### config.mk
export PLATFORM = sky130hd
export DESIGN_NAME = task_sleep_wakeup_queue_top
export DESIGN_NICKNAME = d
export VERILOG_FILES = /design/src/rtl/tswq_pkg.sv /design/src/rtl/task_sleep_wakeup_queue_top.sv /design/src/rtl/tswq_ram.sv /design/src/rtl/tswq_front.sv /design/src/rtl/tswq_back.sv
export SDC_FILE = /design/constraint.sdc
export NUM_CORES = 2
export LEC_CHECK = 0
export ABC_CLOCK_PERIOD_IN_PS = 15600
export BUFFER_PORTS_ARGS = -buffer_cell sky130_fd_sc_hd__buf_2
export CAP_MARGIN = 15
export CELL_PAD_IN_SITES_DETAIL_PLACEMENT = 1
export CELL_PAD_IN_SITES_GLOBAL_PLACEMENT = 2
export CORE_MARGIN = 2
export CORE_UTILIZATION = 52
export DETAILED_ROUTE_END_ITERATION = 6
export GPL_TIMING_DRIVEN = 0
export HOLD_SLACK_MARGIN = 0.06
export PLACE_DENSITY_LB_ADDON = 0.1
export SLEW_MARGIN = 30
export SYNTH_ARGS = -nofsm -noshare
export SYNTH_HDL_FRONTEND = slang
export SYNTH_SLANG_ARGS = --single-unit
### constraint.sdc
create_clock -name aclk -period 15.6 [get_ports aclk]
set_input_delay 1.56 -clock aclk [delete_from_list [all_inputs] [get_ports aclk]]
set_output_delay 1.56 -clock aclk [all_outputs]
set_load 0.005 [all_outputs]
### src/rtl/tswq_pkg.sv
// tswq_pkg: shared types and constants of the task sleep/wakeup queue
// used by every module of the block but tswq_ram; depends on nothing
`default_nettype none

package tswq_pkg;

    localparam int TASK_ID_W     = 4;
    localparam int TICK_W        = 64;
    localparam int MAX_TASKS_DEF = 16;

    // stream word widths, padded to whole bytes
    localparam int S_TDATA_W = ((TASK_ID_W + TICK_W + 7) / 8) * 8;
    localparam int M_TDATA_W = ((TASK_ID_W + 7) / 8) * 8;

    // item kinds carried in s_tuser
    typedef enum logic {
        OP_SLEEP = 1'b0,
        OP_TICK  = 1'b1
    } op_t;

    // one classified command handed from front to back
    typedef struct packed {
        op_t                   op;
        logic [TASK_ID_W-1:0]  task_id;
        logic [TICK_W-1:0]     delay;
    } cmd_t;

    // one entry of the sleep queue
    typedef struct packed {
        logic [TASK_ID_W-1:0]  task_id;
        logic [TICK_W-1:0]     wakeup;
    } entry_t;

    localparam int ENTRY_W = $bits(entry_t);

endpackage

`default_nettype wire

### src/rtl/task_sleep_wakeup_queue_top.sv
// task_sleep_wakeup_queue_top: top level of the task sleep/wakeup queue
// depends on tswq_pkg, tswq_front, tswq_back, tswq_ram
//
// Usage:
//   Input words arrive on the s_ stream. s_tuser selects the kind: sleep puts
//   task_id to sleep for delay_ticks ticks, tick advances the 64-bit tick
//   counter and wakes every queued task that is due, in queue order.
//   Each woken task leaves as one word on the m_ stream; m_tlast marks the
//   final word of a tick. Sleep words and ticks with nothing due give no word.
//   A sleep for an already queued task moves it to the tail with its new
//   wakeup tick; a sleep for a new task while the queue is full is dropped.
// Operation:
//   A two-word command queue decouples the input from the engine, which runs
//   one command at a time: setup, one ram read per entry of the queue (at most
//   MAX_TASKS entries), the compacting write behind it, and the tail append or
//   final word.
// Reset and stall:
//   aresetn clears the tick counter and empties the queue; no clearing pass.
//   While m_tready is low the engine holds at the next woken task, and the
//   command queue fills and then lowers s_tready.
`default_nettype none

module task_sleep_wakeup_queue_top
    import tswq_pkg::*;
#(
    parameter int MAX_TASKS = MAX_TASKS_DEF
) (
    input  wire logic                 aclk,
    input  wire logic                 aresetn,
    input  wire logic                 s_tvalid,
    output logic                      s_tready,
    input  wire logic [S_TDATA_W-1:0] s_tdata,   // task_id[3:0], delay_ticks[67:4], zero pad
    input  wire logic                 s_tuser,   // op
    output logic                      m_tvalid,
    input  wire logic                 m_tready,
    output logic [M_TDATA_W-1:0]      m_tdata,   // woken_task[3:0], zero pad
    output logic                      m_tlast
);

    logic cmd_valid;
    logic cmd_ready;
    cmd_t cmd;

    // accept and classify incoming words
    tswq_front u_front (
        .aclk      (aclk),
        .aresetn   (aresetn),
        .s_tvalid  (s_tvalid),
        .s_tready  (s_tready),
        .s_tdata   (s_tdata),
        .s_tuser   (s_tuser),
        .cmd_valid (cmd_valid),
        .cmd_ready (cmd_ready),
        .cmd       (cmd)
    );

    // execute commands on the sleep queue
    tswq_back #(
        .MAX_TASKS (MAX_TASKS)
    ) u_back (
        .aclk      (aclk),
        .aresetn   (aresetn),
        .cmd_valid (cmd_valid),
        .cmd_ready (cmd_ready),
        .cmd       (cmd),
        .m_tvalid  (m_tvalid),
        .m_tready  (m_tready),
        .m_tdata   (m_tdata),
        .m_tlast   (m_tlast)
    );

endmodule

`default_nettype wire

### src/rtl/tswq_ram.sv
// tswq_ram: generic simple dual-port ram, one write and one registered read port
// no dependencies
`default_nettype none

module tswq_ram #(
    parameter int WIDTH = 8,
    parameter int DEPTH = 16
) (
    input  wire logic                     aclk,
    input  wire logic                     we,
    input  wire logic [$clog2(DEPTH)-1:0] waddr,
    input  wire logic [WIDTH-1:0]         wdata,
    input  wire logic                     re,
    input  wire logic [$clog2(DEPTH)-1:0] raddr,
    output logic      [WIDTH-1:0]         rdata
);

    logic [WIDTH-1:0] mem [DEPTH];

    // write port and registered read port
    always_ff @(posedge aclk) begin
        if (we) begin
            mem[waddr] <= wdata;
        end
        if (re) begin
            rdata <= mem[raddr];
        end
    end

endmodule

`default_nettype wire

### src/rtl/tswq_front.sv
// tswq_front: accepts stream words, classifies them into commands and buffers
// them in a two-entry queue; depends on tswq_pkg
`default_nettype none

module tswq_front
    import tswq_pkg::*;
(
    input  wire logic                 aclk,
    input  wire logic                 aresetn,
    input  wire logic                 s_tvalid,
    output logic                      s_tready,
    input  wire logic [S_TDATA_W-1:0] s_tdata,
    input  wire logic                 s_tuser,
    output logic                      cmd_valid,
    input  wire logic                 cmd_ready,
    output cmd_t                      cmd
);

    cmd_t        slot_reg [2];
    logic        wr_ptr_reg, wr_ptr_next;
    logic        rd_ptr_reg, rd_ptr_next;
    logic [1:0]  count_reg, count_next;
    logic        push, pop;
    cmd_t        in_cmd;

    // unpack the incoming word
    always_comb begin
        in_cmd.op      = op_t'(s_tuser);
        in_cmd.task_id = s_tdata[TASK_ID_W-1:0];
        in_cmd.delay   = s_tdata[TASK_ID_W +: TICK_W];
    end

    assign s_tready  = (count_reg != 2'd2);
    assign cmd_valid = (count_reg != 2'd0);
    assign cmd       = slot_reg[rd_ptr_reg];
    assign push      = s_tvalid && s_tready;
    assign pop       = cmd_valid && cmd_ready;

    // pointer and fill bookkeeping
    always_comb begin
        wr_ptr_next = push ? ~wr_ptr_reg : wr_ptr_reg;
        rd_ptr_next = pop ? ~rd_ptr_reg : rd_ptr_reg;
        count_next  = count_reg;
        if (push && !pop) begin
            count_next = count_reg + 2'd1;
        end else if (pop && !push) begin
            count_next = count_reg - 2'd1;
        end
    end

    always_ff @(posedge aclk) begin
        if (!aresetn) begin
            wr_ptr_reg <= 1'b0;
            rd_ptr_reg <= 1'b0;
            count_reg  <= 2'd0;
        end else begin
            wr_ptr_reg <= wr_ptr_next;
            rd_ptr_reg <= rd_ptr_next;
            count_reg  <= count_next;
        end
    end

    // queue storage
    always_ff @(posedge aclk) begin
        if (push) begin
            slot_reg[wr_ptr_reg] <= in_cmd;
        end
    end

endmodule

`default_nettype wire

### src/rtl/tswq_back.sv
// tswq_back: executes sleep and tick commands on the queue ram, compacting the
// queue in one pass and driving the result register; depends on tswq_pkg, tswq_ram
`default_nettype none

module tswq_back
    import tswq_pkg::*;
#(
    parameter int MAX_TASKS = MAX_TASKS_DEF
) (
    input  wire logic                 aclk,
    input  wire logic                 aresetn,
    input  wire logic                 cmd_valid,
    output logic                      cmd_ready,
    input  wire cmd_t                 cmd,
    output logic                      m_tvalid,
    input  wire logic                 m_tready,
    output logic [M_TDATA_W-1:0]      m_tdata,
    output logic                      m_tlast
);

    localparam int AW = $clog2(MAX_TASKS);
    localparam int CW = $clog2(MAX_TASKS + 1);

    typedef enum logic [1:0] {
        ST_IDLE,
        ST_SCAN,
        ST_FINISH
    } state_t;

    state_t                state_reg, state_next;
    cmd_t                  cmd_reg, cmd_next;
    logic [TICK_W-1:0]     tick_reg, tick_next;
    logic [CW-1:0]         len_reg, len_next;
    logic [CW-1:0]         rd_idx_reg, rd_idx_next;
    logic [CW-1:0]         wr_idx_reg, wr_idx_next;
    logic                  eval_valid_reg, eval_valid_next;
    logic                  pend_valid_reg, pend_valid_next;
    logic [TASK_ID_W-1:0]  pend_id_reg, pend_id_next;
    logic                  m_valid_reg, m_valid_next;
    logic [TASK_ID_W-1:0]  m_id_reg, m_id_next;
    logic                  m_last_reg, m_last_next;

    logic                  ram_we;
    logic [AW-1:0]         ram_waddr;
    entry_t                ram_wdata;
    logic                  ram_re;
    logic [AW-1:0]         ram_raddr;
    logic [ENTRY_W-1:0]    ram_rdata;

    entry_t                rd_entry;
    logic                  is_tick;
    logic                  due;
    logic                  keep;
    logic                  out_free;
    logic                  stall;

    tswq_ram #(
        .WIDTH (ENTRY_W),
        .DEPTH (MAX_TASKS)
    ) u_queue_ram (
        .aclk  (aclk),
        .we    (ram_we),
        .waddr (ram_waddr),
        .wdata (ram_wdata),
        .re    (ram_re),
        .raddr (ram_raddr),
        .rdata (ram_rdata)
    );

    // classify the entry coming out of the ram
    assign rd_entry = entry_t'(ram_rdata);
    assign is_tick  = (cmd_reg.op == OP_TICK);
    assign due      = (rd_entry.wakeup <= tick_reg);
    assign keep     = is_tick ? !due : (rd_entry.task_id != cmd_reg.task_id);
    assign out_free = !m_valid_reg || m_tready;
    // a second woken task needs the result register to take the held one
    assign stall    = eval_valid_reg && !keep && is_tick && pend_valid_reg && !out_free;

    assign cmd_ready = (state_reg == ST_IDLE);
    assign m_tvalid  = m_valid_reg;
    assign m_tdata   = M_TDATA_W'(m_id_reg);
    assign m_tlast   = m_last_reg;

    // next-state logic of the execution engine
    always_comb begin
        state_next      = state_reg;
        cmd_next        = cmd_reg;
        tick_next       = tick_reg;
        len_next        = len_reg;
        rd_idx_next     = rd_idx_reg;
        wr_idx_next     = wr_idx_reg;
        eval_valid_next = eval_valid_reg;
        pend_valid_next = pend_valid_reg;
        pend_id_next    = pend_id_reg;
        m_valid_next    = m_valid_reg && !m_tready;
        m_id_next       = m_id_reg;
        m_last_next     = m_last_reg;
        ram_we          = 1'b0;
        ram_waddr       = wr_idx_reg[AW-1:0];
        ram_wdata       = rd_entry;
        ram_re          = 1'b0;
        ram_raddr       = rd_idx_reg[AW-1:0];

        unique case (state_reg)
            ST_IDLE: begin
                if (cmd_valid) begin
                    cmd_next        = cmd;
                    if (cmd.op == OP_TICK) begin
                        tick_next = tick_reg + TICK_W'(1);
                    end
                    rd_idx_next     = '0;
                    wr_idx_next     = '0;
                    eval_valid_next = 1'b0;
                    state_next      = ST_SCAN;
                end
            end

            ST_SCAN: begin
                if (!stall) begin
                    // retire the entry last read from the ram
                    if (eval_valid_reg) begin
                        if (keep) begin
                            ram_we      = 1'b1;
                            wr_idx_next = wr_idx_reg + CW'(1);
                        end else if (is_tick) begin
                            if (pend_valid_reg) begin
                                m_valid_next = 1'b1;
                                m_id_next    = pend_id_reg;
                                m_last_next  = 1'b0;
                            end
                            pend_valid_next = 1'b1;
                            pend_id_next    = rd_entry.task_id;
                        end
                    end
                    // read the next entry
                    if (rd_idx_reg < len_reg) begin
                        ram_re          = 1'b1;
                        rd_idx_next     = rd_idx_reg + CW'(1);
                        eval_valid_next = 1'b1;
                    end else begin
                        eval_valid_next = 1'b0;
                        if (!eval_valid_reg) begin
                            state_next = ST_FINISH;
                        end
                    end
                end
            end

            ST_FINISH: begin
                if (!is_tick) begin
                    // append at the tail unless the queue is full
                    if (wr_idx_reg < CW'(MAX_TASKS)) begin
                        ram_we            = 1'b1;
                        ram_wdata.task_id = cmd_reg.task_id;
                        ram_wdata.wakeup  = tick_reg + cmd_reg.delay;
                        len_next          = wr_idx_reg + CW'(1);
                    end else begin
                        len_next = wr_idx_reg;
                    end
                    state_next = ST_IDLE;
                end else begin
                    len_next = wr_idx_reg;
                    if (!pend_valid_reg) begin
                        state_next = ST_IDLE;
                    end else if (out_free) begin
                        m_valid_next    = 1'b1;
                        m_id_next       = pend_id_reg;
                        m_last_next     = 1'b1;
                        pend_valid_next = 1'b0;
                        state_next      = ST_IDLE;
                    end
                end
            end

            default: begin
                state_next = ST_IDLE;
            end
        endcase
    end

    // state and registered outputs
    always_ff @(posedge aclk) begin
        if (!aresetn) begin
            state_reg      <= ST_IDLE;
            cmd_reg        <= '0;
            tick_reg       <= '0;
            len_reg        <= '0;
            rd_idx_reg     <= '0;
            wr_idx_reg     <= '0;
            eval_valid_reg <= 1'b0;
            pend_valid_reg <= 1'b0;
            pend_id_reg    <= '0;
            m_valid_reg    <= 1'b0;
            m_id_reg       <= '0;
            m_last_reg     <= 1'b0;
        end else begin
            state_reg      <= state_next;
            cmd_reg        <= cmd_next;
            tick_reg       <= tick_next;
            len_reg        <= len_next;
            rd_idx_reg     <= rd_idx_next;
            wr_idx_reg     <= wr_idx_next;
            eval_valid_reg <= eval_valid_next;
            pend_valid_reg <= pend_valid_next;
            pend_id_reg    <= pend_id_next;
            m_valid_reg    <= m_valid_next;
            m_id_reg       <= m_id_next;
            m_last_reg     <= m_last_next;
        end
    end

endmodule

`default_nettype wire

### Word level (Yosys, flattened, before mapping)

Memory sizes are Yosys's and may differ from the RTL's. A register that Yosys moved wholly into a read port is not among the register bits.
Cells that the tools add are included.

| operators by class | value |
|---|---|
| $add $sub $neg | 6 |
| $lt $le $gt $ge | 3 |
| equal/unequal tests | 18 |
| mux-type cells | 77 |
| bitwise logic cells | 4 |
| reduce and logical (&&, ||, !) cells | 31 |

Operators with widths:

| operator | number |
|---|---|
| 68-bit 2-to-1 mux | 3 |
| 64-bit by 1-bit adder with 64-bit output (second input constant) | 1 |
| 64-bit adder | 1 |
| 64-bit <= comparator | 1 |
| 1-bit 2-to-1 mux | 40 |
| 5-bit 2-to-1 mux | 8 |
| 4-bit 2-to-1 mux | 8 |
| 5-bit one-hot mux with 2 select lines | 2 |
| 2-bit 2-to-1 mux | 9 |
| 2-bit by 1-bit != test with 1-bit output (second input constant) | 9 |
| 5-bit AND reduction | 3 |
| 5-bit by 1-bit adder with 5-bit output (second input constant) | 2 |
| 2-bit != test (second input constant) | 5 |
| 1-bit one-hot mux with 2 select lines | 5 |
| 1-bit logical AND | 9 |
| 9-bit AND reduction | 1 |
| 4-bit one-hot mux with 2 select lines | 1 |
| 2-bit nonzero test | 4 |
| 1-bit logical NOT | 7 |
| 2-bit one-hot mux with 3 select lines | 1 |
| 3-bit AND reduction | 2 |
| 6-bit AND reduction | 1 |
| 5-bit less-than comparator | 1 |
| 5-bit less-than comparator (second input constant) | 1 |
| 11 further kinds | 14 |

| word-level totals | value |
|---|---|
| register bits | 166 |
| RAM bits | 1,226 |
| input bits | 77 |
| output and inout port bits | 11 |
| logic and storage cells | 158 |
| memories kept | 2 |

Memory list:

| name | words | bits a word | read ports | clocked after Yosys merged registers in | wr ports | line | source |
|---|---|---|---|---|---|---|---|
| u_back.u_queue_ram.mem | 16 | 68 | 1 | 1 | 1 | tswq_ram.sv:18 | `logic [WIDTH-1:0] mem [DEPTH];` |
| u_front.slot_reg | 2 | 69 | 1 | 1 | 1 | tswq_front.sv:19 | `cmd_t slot_reg [2];` |

### Logic depth before layout (Yosys ltp)

| depth | value |
|---|---|
| depth in word-level cells | 12 |
| mapped depth | 12 |

### Cells and area by module

Synthesis repeated with hierarchy kept, for this count alone.

| second synthesis, totals | value |
|---|---|
| cell total of the unflattened synthesis | 3,755 |
| area, all modules | 61,217.5 sq um |

Modules (own cells, without submodules):

| module | times used | cells an instance | area each (sq um) | sequential area each (sq um) |
|---|---|---|---|---|
| tswq_ram | 1 | 1,750 | 42,659.7 | 34,713.3 |
| tswq_back | 1 | 1,766 | 13,297.8 | 3,243.1 |
| tswq_front | 1 | 239 | 5,260.0 | 4,244.1 |

### Least setup slack after synthesis

No wires, ideal clock.

| timing path | value |
|---|---|
| path kind | reg-to-reg |
| from | reg u_back.tick_reg[9] |
| to | mem u_back.u_queue_ram.mem[10][0] (netlist bit) (enable) |
| arrival time | 5,617 ps |
| required time | 15,106 ps |
| setup slack | 9,489 ps |
| cell stages (with the launch flop) | 12 |
| path buffers | 0 |
| cell sequence | dfxtp_1 -> inv_1 -> ha_1 -> nand4_1 -> or4_1 -> a21o_1 -> a31oi_1 -> nor4b_1 -> o311ai_2 -> a21oi_1 -> or3b_2 -> nor2_1 |

| between the ends | value |
|---|---|
| longest elaborated chain between the ends | 12 |

Ends and longest elaborated chain:

| element | line | source |
|---|---|---|
| start: declaration | tswq_back.sv:32 | `logic [TICK_W-1:0] tick_reg, tick_next;` |
| start signal: assignment | tswq_back.sv:199 | `tick_reg <= tick_next;` |
| 64-bit <= comparator * | tswq_back.sv:73 | `assign due = (rd_entry.wakeup <= tick_reg);` |
| 1-bit logical NOT * | tswq_back.sv:74 | `assign keep = is_tick ? !due : (rd_entry.task_id != cmd_reg.task_id);` |
| 1-bit 2-to-1 mux * | tswq_back.sv:74 |  |
| 1-bit logical NOT | tswq_back.sv:77 | `assign stall = eval_valid_reg && !keep && is_tick && pend_valid_reg && !out_free;` |
| 1-bit logical AND (4 in a row) | tswq_back.sv:77 |  |
| 1-bit 2-to-1 mux * | tswq_back.sv:119 | `if (!stall) begin` |
| 1-bit one-hot mux with 2 select lines * | tswq_back.sv:104 | `unique case (state_reg)` |
| 1-bit 2-to-1 mux * | tswq_ram.sv:22 | `if (we) begin` |
| 1-bit 2-to-1 mux (not written as such) * | tswq_ram.sv:23 | `mem[waddr] <= wdata;` |
| end: declaration | tswq_ram.sv:18 |  |

Mark *: on every way between the ends. The rest lies on a longest branch, timed or not.

### Worst setup path in the final report

| timing path | value |
|---|---|
| from | reg u_back.u_queue_ram.rdata[10] (read register of u_back.u_queue_ram.mem) |
| to | mem u_back.u_queue_ram.mem[13][30] (netlist bit) (enable) |

| between the ends | value |
|---|---|
| longest elaborated chain between the ends | 12 |

Ends and longest elaborated chain:

| element | line | source |
|---|---|---|
| start: declaration | tswq_ram.sv:15 | `output logic [WIDTH-1:0] rdata` |
| 64-bit <= comparator * | tswq_back.sv:73 |  |
| 1-bit logical NOT * | tswq_back.sv:74 |  |
| 1-bit 2-to-1 mux * | tswq_back.sv:74 |  |
| 1-bit logical NOT | tswq_back.sv:77 |  |
| 1-bit logical AND (4 in a row) | tswq_back.sv:77 |  |
| 1-bit 2-to-1 mux * | tswq_back.sv:119 |  |
| 1-bit one-hot mux with 2 select lines * | tswq_back.sv:104 |  |
| 1-bit 2-to-1 mux * | tswq_ram.sv:22 |  |
| 1-bit 2-to-1 mux (not written as such) * | tswq_ram.sv:23 |  |

Marked as above.

==> run summary <==
Status
• **result of the run** finished, final reports clean

CTS
• **H-tree levels** 4
• **largest buffer count on any clock path** 3
• **TritonCTS clock tree** done
• **Clock transition at path regs** 0.06 ns
• **number of clock sinks seen by CTS** 1461
• **clock latency on the worst-skew pair** 0.80 ns
• **Gates resized, CTS repair** 0
• **number of buffers created by CTS** 149
• **number of buffers inserted for hold repair after clock tree synthesis** 0
• **buffer type at the clock tree root** clkbuf_16
• **Post-CTS Setup Repair Bufs** 0

Synthesis
• **Syn. warnings** 0
• **count of mapped cells out of synthesis** 3553
• **flip-flop and latch count after synthesis** 1461
• **number of unique standard cell types used by synthesis** 81
• **EDFF count, synth** 1294
• **dominant cells by area after synthesis** edfxtp_1 64%, mux4_2 13%, dfxtp_1 5.5%, ha_1 2.9%, mux2i_1 1.4%
• **largest area contributor in the synthesized netlist** edfxtp_1
• **part of the Yosys area used for sequential elements** 69.5%
• **area of the mapped netlist** 0.0607 mm^2
• **Synth top area share** 64.0%
• **share of synthesized flip-flops with an asynchronous set or reset** 0%
• **Avg Cell Area, Syn** 17.1 um^2
• **dominant synthesized flop cell** edfxtp_1

Setup path
• **Worst Setup Start Kind** register
• **Max FO, Critical Path** 14
• **data required time at the worst endpoint** 16.09 ns
• **cell at the slowest stage of the critical path** nor2_4
• **classification of the worst setup path** reg2reg
• **arrival time at the worst endpoint** 5.95 ns
• **max incr delay on CP** 0.63 ns
• **cell depth of the worst flop-to-flop path** 15
• **nature of the critical path endpoint** register
• **ordered list of cells on the worst path** ha_1, nand4_1, or4_1, a21o_1, a31oi_1, nor4b_2, buf_4, o311ai_2, a21oi_1, nand3b_1, nor2_4, buf_16, buf_16, buf_16, buf_16
• **cell mode on critical path** buf_16

Finish
• **Area growth syn-to-layout** 16.7%
• **Layout Utilization** 61.1%
• **number of flip-flops in the largest register** 1088
• **final net count** 4120
• **Fillers** 10157
• **share of layout cells above drive strength 1** 22.2%
• **diode insertion count for antenna repair** 0

Route
• **number of routed nets with antenna violations** 0
• **final WL** 179000 um
• **count of unresolved DRC violations after routing** 0
• **total number of vias** 35290
• **DR pass1 iterations** 5
• **number of vias per cell** 6.37
• **number of DRC markers after the initial detailed-route iteration** 3825
• **detail-routed net length per standard cell** 32.2 um

Floorplan
• **placeable core area** 0.116 mm^2
• **die outline height** 346 um
• **Die ar.** 0.120 mm^2
• **die boundary width** 346 um
• **placement row count** 125
• **initial cell density of the core** 52.3%
• **Boundary Pins** 88

STA
• **maximum clock rate** 0.183 GHz
• **unrepaired setup endpoints after global routing** no
• **crit share post-route** 35.0%
• **Setup violations, final** 0
• **Final min period** 5.46 ns
• **Slew Viols, Final** 0
• **final total negative setup slack** 0 ns
• **number of hold violations in the final report** 0
• **slew of the pin with the lowest slew margin** 1.05 ns
• **clk_skew** 0.0339 ns
• **worst max-slew margin expressed relative to the limit** 30.0%

Pwr
• **worst voltage drop across the vdd grid** 0.000108 V
• **Power Density** 150 mW/mm^2
• **static leakage** 23.0 nW

Global routing
• **global-route wire length before repair** 260000 um
• **maximum number of pins on one net before global-route repair** 37
• **total global-route track usage** 30.3%
• **vias in the first global route** 37406
• **total grt overflow** 0
• **antenna violations before repair** 4

Placed design
• **Post-DP HPWL** 125000 um
• **count of input and output buffers** 79
• **routability cong.** 0.910

Run
• **max capacitance violation total** 0

Min path
• **class of the worst hold path** reg2reg
• **WHS Path Cells** 2

[layout by cell type (no fill, tap or decap), types with 66 or more instances in the layout]
cell type and n:
a211oi_1 83, a21oi_1 123, buf_16 82, buf_2 116
clkbuf_1 139, clkbuf_16 156, dfxtp_1 167, edfxtp_1 1294
ha_1 142, inv_1 111, mux2i_1 86, mux4_2 340
nand2_1 189, nor2_1 189, o21ai_0 66, xnor2_1 87
[cell usage after synthesis, types with 9 or more instances]
cell type,instances
mux4_2,340
a211oi_1,83
and4_1,11
nor2_1,206
a21o_1,49
o21bai_1,12
o211ai_1,9
and3_1,12
a21oi_1,123
and2_1,20
nand3_1,53
xor2_1,28
nor2b_1,9
dfxtp_1,167
edfxtp_1,1294
o21ai_0,114
nand2_1,189
nand4_1,44
xnor2_1,87
o31ai_1,9
clkbuf_1,123
buf_1,32
a31oi_1,12
mux2i_1,86
nand2b_1,13
buf_2,12
or3_1,22
nor3_1,35
inv_1,111
ha_1,142
[logic make-up (layout without fill, tap and decap cells)]
group | Yosys count | count (layout) | synth area share, %
other | 1 | 4 | 0.00617
and+or+nand+nor | 644 | 644 | 4.95
xor gates and xnor gates | 115 | 115 | 1.66
DFF | 1461 | 1461 | 69.5
buffers and inverters | 286 | 749 | 1.83
adders and majority gates | 143 | 143 | 2.96
muxes | 429 | 429 | 14.1
AOI/OAI and AO/OA | 474 | 474 | 5.03
[metrics by stage]
step	setup slack (ns)	hold slack (ns)	instance area (um^2)	power (W)	cells
2_1_floorplan	9.49	0.438	60700	0.00618	3556
3_3_place_gp	4.85	0.453	63100	0.00682	5159
3_5_place_dp	10.32	0.459	66000	0.00705	5273
4_1_cts	10.21	0.466	70800	0.0106	5543
5_1_grt	10.02	0.489	70900	0.0110	5543
6_report	10.14	0.468	70900	0.0106	5543
[report_power, final]
| group | switching (W) | internal, W |
|---|---|---|
| combinational | 0.00136 | 0.000670 |
| clock | 0.00152 | 0.00205 |
| sequential | 0.000196 | 0.00481 |
| total | 0.00307 | 0.00753 |
[per-layer routing]
layer	global-route usage, %	part of all wire [%]
met5	0	0.0073
met4	9.50	2.8
met3	5.41	8.7
met2	48.2	48
met1	43.0	41
[final timing paths]
check	from	endpoint	slack [ns]
setup / recovery	u_back.u_queue_ram.rdata[10]$_DFFE_PP_	u_back.u_queue_ram.mem[13][30]$_DFFE_PP_	10.14
setup reg to reg	u_back.u_queue_ram.rdata[10]$_DFFE_PP_	u_back.u_queue_ram.mem[13][30]$_DFFE_PP_	10.14
hold / removal	u_back.pend_id_reg[2]$_SDFFE_PN0P_	u_back.pend_id_reg[2]$_SDFFE_PN0P_	0.47
hold reg to reg	u_back.pend_id_reg[2]$_SDFFE_PN0P_	u_back.pend_id_reg[2]$_SDFFE_PN0P_	0.47
[final cells by class]
type                            instances  area (um^2)  area share [%]
Buffer                                174          742            1.05
Clock buffer                          194         4090            5.76
Clock inverter                         76          747            1.05
Inverter                              112          420           0.593
Multi-Input combinational cell       1809        17800            25.1
Sequential cell                      1461        42200            59.5
Tap cell                             1524         1910            2.69
Timing Repair Buffer                  193         2970            4.19
[critical path, delay by kind of cell (launching register included)]
family	cells	cell delay, ns
fa+ha+maj	1	0.39
flops	1	0.57
compound gates	4	1.19
buf+inv	5	0.99
simple gates	5	1.99
No activity file was read; power rests on OpenSTA's default activity.
